[src/hw/rtl/fvma_pkg.sv]
`default_nettype none

package fvma_pkg;

  localparam int IN_W         = 16;
  localparam int GUARD_BITS   = 24;
  localparam int XY_W         = 43;
  localparam int Z_W          = 34;
  localparam int ROOT_W       = 33;
  localparam int REM_W        = 32;
  localparam int SQ_W         = 31;
  localparam int ATAN_ENTRIES = 24;
  localparam int SQRT_STEPS   = 16;
  localparam int MAG_W        = 16;
  localparam int CODE_W       = 8;

  localparam logic [CODE_W-1:0] CODE_ZERO_ANGLE = 8'd127;
  localparam logic [CODE_W-1:0] CODE_MAX        = 8'd254;
  localparam logic [CODE_W-1:0] CODE_MIN        = 8'd0;

  typedef struct packed {
    logic signed [XY_W-1:0] x;
    logic signed [XY_W-1:0] y;
    logic signed [Z_W-1:0]  z;
    logic [REM_W-1:0]       rem;
    logic [ROOT_W-1:0]      root;
    logic                   on_axis;
    logic [CODE_W-1:0]      axis_code;
  } lane_t;

  // atan(2^-i) with pi = 2^31
  function automatic logic [31:0] atan_entry(input int idx);
    logic [31:0] v;
    case (idx)
      0:       v = 32'h20000000;
      1:       v = 32'h12E4051E;
      2:       v = 32'h09FB385B;
      3:       v = 32'h051111D4;
      4:       v = 32'h028B0D43;
      5:       v = 32'h0145D7E1;
      6:       v = 32'h00A2F61E;
      7:       v = 32'h00517C55;
      8:       v = 32'h0028BE53;
      9:       v = 32'h00145F2F;
      10:      v = 32'h000A2F98;
      11:      v = 32'h000517CC;
      12:      v = 32'h00028BE6;
      13:      v = 32'h000145F3;
      14:      v = 32'h0000A2FA;
      15:      v = 32'h0000517D;
      16:      v = 32'h000028BE;
      17:      v = 32'h0000145F;
      18:      v = 32'h00000A30;
      19:      v = 32'h00000518;
      20:      v = 32'h0000028C;
      21:      v = 32'h00000146;
      22:      v = 32'h000000A3;
      23:      v = 32'h00000051;
      default: v = 32'h00000000;
    endcase
    return v;
  endfunction

endpackage

`default_nettype wire

[src/hw/rtl/fvma_cell.sv]
`default_nettype none

module fvma_cell #(
  parameter int IDX       = 0,
  parameter bit CORDIC_EN = 1'b1,
  parameter bit SQRT_EN   = 1'b1
) (
  input  wire logic            clk,
  input  wire logic            rst,
  input  wire logic            vld_in,
  input  wire fvma_pkg::lane_t lane_in,
  output logic                 vld_out,
  output fvma_pkg::lane_t      lane_out
);

  localparam int SH = SQRT_EN ? 2 * (fvma_pkg::SQRT_STEPS - 1 - IDX) : 0;
  localparam logic [fvma_pkg::ROOT_W-1:0] SQ_BIT = fvma_pkg::ROOT_W'(1) << SH;
  localparam logic [fvma_pkg::Z_W-1:0] ATAN =
    {{(fvma_pkg::Z_W-32){1'b0}}, fvma_pkg::atan_entry(IDX)};

  logic signed [fvma_pkg::XY_W-1:0] x, y, dx, dy;
  logic signed [fvma_pkg::Z_W-1:0]  z;
  logic [fvma_pkg::ROOT_W-1:0]      trial;
  fvma_pkg::lane_t                  lane_next;

  always_comb begin
    x = lane_in.x;
    y = lane_in.y;
    z = lane_in.z;
    dx = y >>> IDX;
    dy = x >>> IDX;
    trial = lane_in.root + SQ_BIT;
    lane_next = lane_in;
    if (CORDIC_EN) begin
      if (!y[fvma_pkg::XY_W-1]) begin
        lane_next.x = x + dx;
        lane_next.y = y - dy;
        lane_next.z = z + $signed(ATAN);
      end else begin
        lane_next.x = x - dx;
        lane_next.y = y + dy;
        lane_next.z = z - $signed(ATAN);
      end
    end
    if (SQRT_EN) begin
      if ({1'b0, lane_in.rem} >= trial) begin
        lane_next.rem  = lane_in.rem - trial[fvma_pkg::REM_W-1:0];
        lane_next.root = (lane_in.root >> 1) + SQ_BIT;
      end else begin
        lane_next.root = lane_in.root >> 1;
      end
    end
  end

  always_ff @(posedge clk) begin
    if (rst) begin
      vld_out <= 1'b0;
    end else begin
      vld_out <= vld_in;
    end
  end

  always_ff @(posedge clk) begin
    lane_out <= lane_next;
  end

endmodule

`default_nettype wire

[config.mk]
export PLATFORM = sky130hd
export DESIGN_NAME = fvma_cell
export DESIGN_NICKNAME = d
export VERILOG_FILES = /design/src/hw/rtl/fvma_pkg.sv /design/src/hw/rtl/fvma_cell.sv
export SDC_FILE = /design/constraint.sdc
export NUM_CORES = 1
export LEC_CHECK = 0
export ABC_AREA = 1
export ABC_CLOCK_PERIOD_IN_PS = 1900
export BUFFER_PORTS_ARGS = -buffer_cell sky130_fd_sc_hd__clkbuf_2
export CAP_MARGIN = 30
export CORE_MARGIN = 2
export CORE_UTILIZATION = 55
export DETAILED_ROUTE_END_ITERATION = 16
export HOLD_SLACK_MARGIN = 0.03
export PLACE_DENSITY = 0.81
export REMOVE_ABC_BUFFERS = 1
export SETUP_SLACK_MARGIN = 0.3
export SLEW_MARGIN = 20
export SYNTH_ARGS = -nofsm -noshare
export SYNTH_HDL_FRONTEND = slang
export SYNTH_SLANG_ARGS = --single-unit
export TNS_END_PERCENT = 100
[constraint.sdc]
create_clock -name clk -period 1.9 [get_ports clk]
set_input_delay 0.095 -clock clk [delete_from_list [all_inputs] [get_ports clk]]
set_output_delay 0.095 -clock clk [all_outputs]
set_load 0.02 [all_outputs]
==> results.yml, run 1 <==
outcome:
  outcome: "did not finish"
  failed_stage: "global routing"
  firstError: "[ERROR GRT-0232] Routing congestion too high. Check the congestion heatmap in the GUI."
yosys:
  ys_seq_area_share_pct: 22.6
  ys_types: 42
  yosys.area.top_type_share_pct: 22.6
  ys_top_cells_by_area: "dfxtp_1, nand2_1, ha_1"
  synth_enable_flop_cells: 0
  syn_area_per_cell_sq_um: 5.93
  yosysTopAreaCell: "dfxtp_1"
  ys_ff_latch: 194
  yosysWarnings: 0
  synth_async_sr_flop_share_pct: 0
  ys.flop_type: "dfxtp_1"
  syn_inst: 2892
  syn_area_sq_mm: 0.0172
global_route:
  grt_max_degree: 88
  grt_use_total_pct: 91.6
  overflow: 497
clocking:
  cts_made_buffers: 17
  root_buffer: "clkbuf_16"
  ctsHtreeMaxLevel: 4
  clock_path_buffers: 2
  cts_sinks: 194
floorplanning:
  die-width_um: 181
  start_util_pct: 55.9
  placementRows: 64
  pin_count: 392
  die-height_um: 181
placed_design:
  port_buffers: 391
  placed_area_sq_mm: 0.0233
  dp_slack_ns: -0.505
  gp_congestion: 1.17
  dpl.hpwl_um: 62400
sta:
  grt_repair_worst_endpoint: "lane_out[62]$_DFF_P_/D"
  worst_endpoint_kind: "sequential cell input"
-- synth_stat cells (all sizes together), types with 11 or more instances --
master,n
xor2,45
nand2,972
nand3,266
o21ai,126
a21oi,178
clkbuf,15
nor3,14
o21a,11
nand4,19
ha,179
nor2,286
buf,51
inv,461
dfxtp,194
o21bai,27
-- per-stage QoR --
stage	hold WS (ns)	instances	setup TNS [ns]
after global placement	0.198	4144	-19.99
after detailed placement	0.199	4144	-25.02
after CTS	0.0379	4294	0
after floorplan	0.123	2826	-8.37
-- timing repair --
item | CTS
endpoints found under the hold margin | 107
pin swaps | 14
resized for setup | 140
hold buffers | 108
setup buffers | 10
endpoints found under the setup margin | 100
-- cell families after synthesis --
group	after synthesis	share of synthesized area [%]
compound gates	363	11.5
xor+xnor	50	2.55
fa+ha+maj	184	13.6
flops	194	22.6
buf+inv	528	12.3
simple gates	1572	37.3
mux	1	0.0583
-- routing by layer --
metal	GRT overflow	track usage (%)
met1	36	89.0
met4	171	95.3
met2	272	102
met3	8	84.1
met5	10	62.2
==> inputs of run 2 (changes only) <==
--- a/config.mk
+++ b/config.mk
@@ -10,12 +10,10 @@
 export BUFFER_PORTS_ARGS = -buffer_cell sky130_fd_sc_hd__clkbuf_2
 export CAP_MARGIN = 30
 export CORE_MARGIN = 2
-export CORE_UTILIZATION = 55
+export CORE_UTILIZATION = 40
 export DETAILED_ROUTE_END_ITERATION = 16
-export HOLD_SLACK_MARGIN = 0.03
-export PLACE_DENSITY = 0.81
+export PLACE_DENSITY_LB_ADDON = 0.15
 export REMOVE_ABC_BUFFERS = 1
-export SETUP_SLACK_MARGIN = 0.3
 export SLEW_MARGIN = 20
 export SYNTH_ARGS = -nofsm -noshare
 export SYNTH_HDL_FRONTEND = slang
==> run 2 against run 1 <==
Compared with the run above:
- synthesized area stayed put
- synthesized cell count unchanged
- the run now ends clean
==> results.yml, run 2 <==
setup_path:
  critPathSlowestCell: "ha_2"
  cp_max_fo: 4
  endpoint_kind: "register"
  arrival_ns: 2.24
  crit_family: "simple AND/OR/NAND/NOR gates"
  cp-startpoint: "lane_in[110]"
  cp.depth: 17
  cp_slowest_stage_delay_ns: 0.42
  cpMostUsedCell: "nand2_1"
  start_kind: "input pin"
  worstSetupPathType: "in -> reg"
  endpoint: "lane_out[182]$_DFF_P_"
  crit_required_ns: 2.29
  cp_num_buf_inv: 5
  cp_cell_sequence: "clkbuf_2 > inv_1 > ha_2 > buf_4 > nand2_1 > buf_4 > o21ai_0 > buf_4 > nand2_1 > nand2_1 > nand2_1 > nand2_1 > nand2_1 > nand2_1 > nand2_1 > nand3_1 > nand2_1"
yosys:
  ys_ff_latch: 194
  syn_area_sq_mm: 0.0172
  synth.most_common_cell: "nand2_1"
  synth_async_sr_flop_share_pct: 0
  syn_area_per_cell_sq_um: 5.93
  synth_common_cells: "nand2_1, inv_1, nor2_1"
  ys_types: 42
  syn_inst: 2892
  ys.flop_type: "dfxtp_1"
  yosys.area.top_type_share_pct: 22.6
  synth_enable_flop_cells: 0
  ys_top_cells_by_area: "dfxtp_1, nand2_1, ha_1"
  ys_seq_area_share_pct: 22.6
  yosysTopAreaCell: "dfxtp_1"
  yosysWarnings: 0
floorplanning:
  die-height_um: 211
  coreArea_sq_mm: 0.0421
  placementRows: 75
  die-width_um: 211
  start_util_pct: 40.7
  pin_count: 392
  fp.dieArea_sq_mm: 0.0446
drt:
  avgRoutedWirePerCell_um: 19.0
  drtAntennaViolNets: 0
  drc: 0
  vias_per_cell: 5.13
  postRouteWirelength_um: 86100
  firstDrtPassIters: 8
  drtIter0Drc: 2306
  vias: 23300
global_route:
  overflow: 0
  grt_max_degree: 36
  grt_pass1_vias: 22900
  grt_use_total_pct: 37.6
  antenna_found_initial: 0
  grt_pass1_wl_um: 127000
pwr:
  power_leakage_nw: 15.2
  p_int_mw: 9.85
  clock_power_share_pct: 23.4
  power_density_mw_per_mm2: 645
  ir_worst_vdd_v: 0.000640
  p_comb_share_pct: 48.2
  sw_frac_of_total_pct: 42.2
  p_total_mw: 17.1
  switchingPower_mw: 7.20
  seqPwrFrac_pct: 28.4
sta:
  hold_viol: 0
  max_freq_mhz: 540
  tightest_slew_ns: 0.548
  setup_viol: 0
  maxSlewHeadroom_pct: 63.1
  fin_crit_ns: 1.85
  min_period_over_period_pct: 97.4
  slew_violations: 0
final_layout:
  antenna_cells: 0
  fillerInstances: 3808
  area_growth_syn_to_layout_pct: 54.1
  layout_common_cells: "nand2_1, buf_4, inv_1"
  nNetsFinal: 4372
  reg_top3: "lane_out x193, vld_out x1"
  largest_reg_flops: 193
  largest_register: "lane_out"
  final_util_pct: 62.7
  final_common_cell: "nand2_1"
  drive_gt1_share_pct: 29.1
outcome:
  outcome: "completed"
run:
  maxCapViolations: 0
min_path:
  hold_depth: 5
  min_path_type: "in -> reg"
placed_design:
  dpl.hpwl_um: 69000
  gp_congestion: 1.03
  port_buffers: 391
clocking:
  clock_path_buffers: 2
  ctsHtreeMaxLevel: 4
  clkTransAtPathRegs_ns: 0.08
  cts_sinks: 194
  root_buffer: "clkbuf_16"
  cts_made_buffers: 17
  cts_tree: "built"
run 2: how the worst min path moves through the flow:
stage	start	end
detailed placement	lane_in[84]	lane_out[84]$_DFF_P_
finish	lane_in[9]	lane_out[42]$_DFF_P_
CTS	lane_in[104]	lane_out[104]$_DFF_P_
floorplan	lane_in[0]	lane_out[0]$_DFF_P_
global route	lane_in[9]	lane_out[42]$_DFF_P_
global placement	lane_in[100]	lane_out[100]$_DFF_P_
run 2: through the flow:
| step | TNS (ns) | cells | hold slack (ns) | cell area (sq um) | setup slack, ns |
|---|---|---|---|---|---|
| after global routing | -0.0598 | 4543 | 0.0531 | 26400 | -0.0255 |
| after detailed placement | -32.58 | 4396 | 0.199 | 24300 | -0.686 |
| final | 0 | 4543 | 0.0535 | 26400 | 0.0495 |
| after global placement | -28.50 | 4396 | 0.198 | 24300 | -0.708 |
| after floorplan | -8.37 | 2826 | 0.123 | 16800 | -0.675 |
| after CTS | 0 | 4539 | 0.00511 | 26000 | 0.00514 |
run 2: repair_timing:
item / in CTS / in global routing
endpoints found under the hold margin: 110 / 0
buffers inserted: 0 / 2
setup endpoints to repair: 2 / 82
hold buffers: 111 / 0
pin swaps: 0 / 9
gates cloned: 0 / 3
gates resized for setup: 2 / 84
run 2: layout make-up:
cell class              count  area, sq um  share of cell area, %
well taps                 539          674                   2.55
repair buffers           1146         8080                   30.6
inverters                 462         1730                   6.56
multi-input cells        2170        11500                   43.3
clock buffers              18          429                   1.62
clock inverters            14          181                  0.686
flip-flops and latches    194         3880                   14.7
run 2: tightest hold or removal path: cells and delay by family:
family | cells | cell delay, ns
adder cells (fa/ha/maj) | 1 | 0.13
AND/OR/NAND/NOR | 2 | 0.12
buffers and inverters | 2 | 0.16
run 2: cell families after synthesis:
| logic type | synth area share, % |
|---|---|
| compound gates | 11.5 |
| xor+xnor | 2.55 |
| fa+ha+maj | 13.6 |
| buf+inv | 12.3 |
| flops | 22.6 |
| mux | 0.0583 |
| simple gates | 37.3 |
run 2: power by group through the flow:
| stage | Clock [mW] | Combinational (mW) | Sequential (mW) |
|---|---|---|---|
| final | 3.99 | 8.22 | 4.84 |
| after global routing | 4.15 | 8.83 | 4.87 |
| after CTS | 3.97 | 7.83 | 4.82 |
| after detailed placement | 0 | 7.60 | 4.90 |
| after global placement | 0 | 7.51 | 4.90 |
| after floorplan | 0 | 3.02 | 5.55 |
run 2: layer usage:
| metal | global-route usage, % | part of all wire [%] |
|---|---|---|
| met1 | 47.4 | 42 |
| met2 | 62.2 | 45 |
| met3 | 5.68 | 7.5 |
| met4 | 19.4 | 5.2 |
| met5 | 0 | 0 |
Power figures use the tool's default switching activity.
==> inputs of run 3 (changes only) <==
--- a/config.mk
+++ b/config.mk
@@ -13,7 +13,6 @@
 export CORE_UTILIZATION = 40
 export DETAILED_ROUTE_END_ITERATION = 16
 export PLACE_DENSITY_LB_ADDON = 0.15
-export REMOVE_ABC_BUFFERS = 1
 export SLEW_MARGIN = 20
 export SYNTH_ARGS = -nofsm -noshare
 export SYNTH_HDL_FRONTEND = slang
==> run 3 against run 2 <==
Compared with the run above:
- worst hold slack improved by 0.017 ns
- utilization fell by 1.4 points
- non-clock buffer count is 64 lower
- via count fell by 2.2%
- total power down 1.7%
- critical path type unchanged
- die area did not move
- cell count decreased by 1.3%
- clock power is 3% lower
- sequential cell count unchanged
- routed wire length fell by 3.9%
- first-iteration DRC count down 25%
==> results.yml, run 3 (same netlist as run 2, synthesis figures left out) <==
outcome:
  outcome: "completed"
pwr:
  power_leakage_nw: 14.9
  seqPwrFrac_pct: 29.1
  power_density_mw_per_mm2: 649
  sw_frac_of_total_pct: 41.7
  ir_worst_vdd_v: 0.000688
  clock_power_share_pct: 23.2
  p_int_mw: 9.77
  switchingPower_mw: 6.99
  p_comb_share_pct: 47.8
sta:
  holdWs_ns: 0.0707
  min_period_over_period_pct: 97.3
  max_freq_mhz: 541
  setup_viol: 0
  fin_crit_ns: 1.85
  hold_viol: 0
  slew_violations: 0
  tightest_slew_ns: 0.478
  maxSlewHeadroom_pct: 68.0
global_route:
  grt_max_degree: 88
  use_met2_pct: 61.1
  grt.met3_usage_pct: 6.10
  top_usage_layer: "met2"
  grt_use_total_pct: 36.5
  grt_pass1_wl_um: 123000
  antenna_found_initial: 3
  grt_pass1_vias: 22500
  met1_usage_pct: 43.2
  overflow: 0
setup_path:
  worstSetupPathType: "in -> reg"
  arrival_ns: 2.29
  endpoint: "lane_out[68]$_DFF_P_"
  endpoint_kind: "register"
  start_kind: "input pin"
  crit_required_ns: 2.34
  cp_max_fo: 10
  cp-startpoint: "lane_in[38]"
clocking:
  clock_path_buffers: 2
  cts_sinks: 194
  ctsHtreeMaxLevel: 4
  cts_tree: "built"
  clkTransAtPathRegs_ns: 0.07
  cts_made_buffers: 17
  root_buffer: "clkbuf_16"
placed_design:
  dpl.hpwl_um: 68900
  gp_congestion: 1.05
  port_buffers: 391
drt:
  drtAntennaViolNets: 0
  postRouteWirelength_um: 82800
  vias: 22800
  vias_per_cell: 5.08
  drtIter0Drc: 1731
  firstDrtPassIters: 6
  avgRoutedWirePerCell_um: 18.5
  drc: 0
floorplanning:
  die-width_um: 211
  pin_count: 392
  coreArea_sq_mm: 0.0421
  placementRows: 75
  start_util_pct: 40.7
  die-height_um: 211
  fp.dieArea_sq_mm: 0.0446
final_layout:
  layout_common_cells: "nand2_1, buf_4, inv_1"
  nNetsFinal: 4308
  drive_gt1_share_pct: 27.1
  final_util_pct: 61.4
  area_growth_syn_to_layout_pct: 50.7
  largest_register: "lane_out"
  largest_reg_flops: 193
  reg_top3: "lane_out x193, vld_out x1"
  final_common_cell: "nand2_1"
yosys:
  syn_nets: 3273
run:
  maxCapViolations: 0
min_path:
  min_path_type: "in -> reg"
run 3: worst min-delay path by stage:
stage,cells past startpoint,slack (ns),start,endpoint
2_1_floorplan,0,0.12,lane_in[0],lane_out[0]$_DFF_P_
5_1_grt,3,0.10,lane_in[152],lane_out[109]$_DFF_P_
6_report,5,0.07,lane_in[9],lane_out[42]$_DFF_P_
3_5_place_dp,1,0.20,lane_in[96],lane_out[96]$_DFF_P_
4_1_cts,5,0.03,lane_in[9],lane_out[42]$_DFF_P_
3_3_place_gp,1,0.20,lane_in[4],lane_out[4]$_DFF_P_
run 3: stage by stage:
| stage | setup TNS (ns) | area [sq um] | instances | worst slack, ns | total power [mW] |
|---|---|---|---|---|---|
| after floorplan | 0 | 17200 | 2892 | 0.121 | 8.68 |
| after global placement | -28.50 | 23800 | 4332 | -0.502 | 12.4 |
| after detailed placement | -29.79 | 23800 | 4332 | -0.522 | 12.5 |
| after CTS | 0 | 25600 | 4475 | 0.00258 | 16.5 |
| after global routing | -0.427 | 25800 | 4481 | -0.0361 | 17.6 |
| final | 0 | 25900 | 4483 | 0.0512 | 16.8 |
run 3: layer usage:
layer  part of all wire (%)  wire [um]
met5                      0          0
met4                    6.5       5370
met3                    7.0       5780
met2                     46      38000
met1                     41      33600
run 3: power by group through the flow:
stage | sequential [mW] | combinational, mW | clock [mW]
after floorplan | 5.55 | 3.14 | 0
after global placement | 4.94 | 7.45 | 0
after detailed placement | 4.95 | 7.52 | 0
after CTS | 4.86 | 7.74 | 3.95
after global routing | 4.90 | 8.62 | 4.09
final | 4.87 | 8.01 | 3.89
run 3: cell type report:
class / count / area [sq um]
clock inverter: 14 / 161
antenna: 4 / 10.0
tap: 539 / 674
fill: 4096 / 16300
sequential: 194 / 3880
timing repair buffer: 1082 / 7580
inverter: 462 / 1730
multi-input combinational: 2170 / 11400
clock buffer: 18 / 439
run 3: what timing repair did:
action	in CTS	in global routing
hold buffers	111	0
resized for setup	0	50
setup buffers	0	3
endpoints found under the setup margin	0	74
hold endpoints to repair	110	0
run 3: worst max-delay path: stages:
cell,delay [ns]
dlygate4sd3_1,0.56
clkbuf_2,0.13
inv_1,0.06
ha_4,0.29
nand2_1,0.07
inv_1,0.08
nand3_1,0.13
nor3_2,0.28
nand2_4,0.16
nand2_8,0.16
clkbuf_16,0.17
nand2_1,0.06
nand2_1,0.06
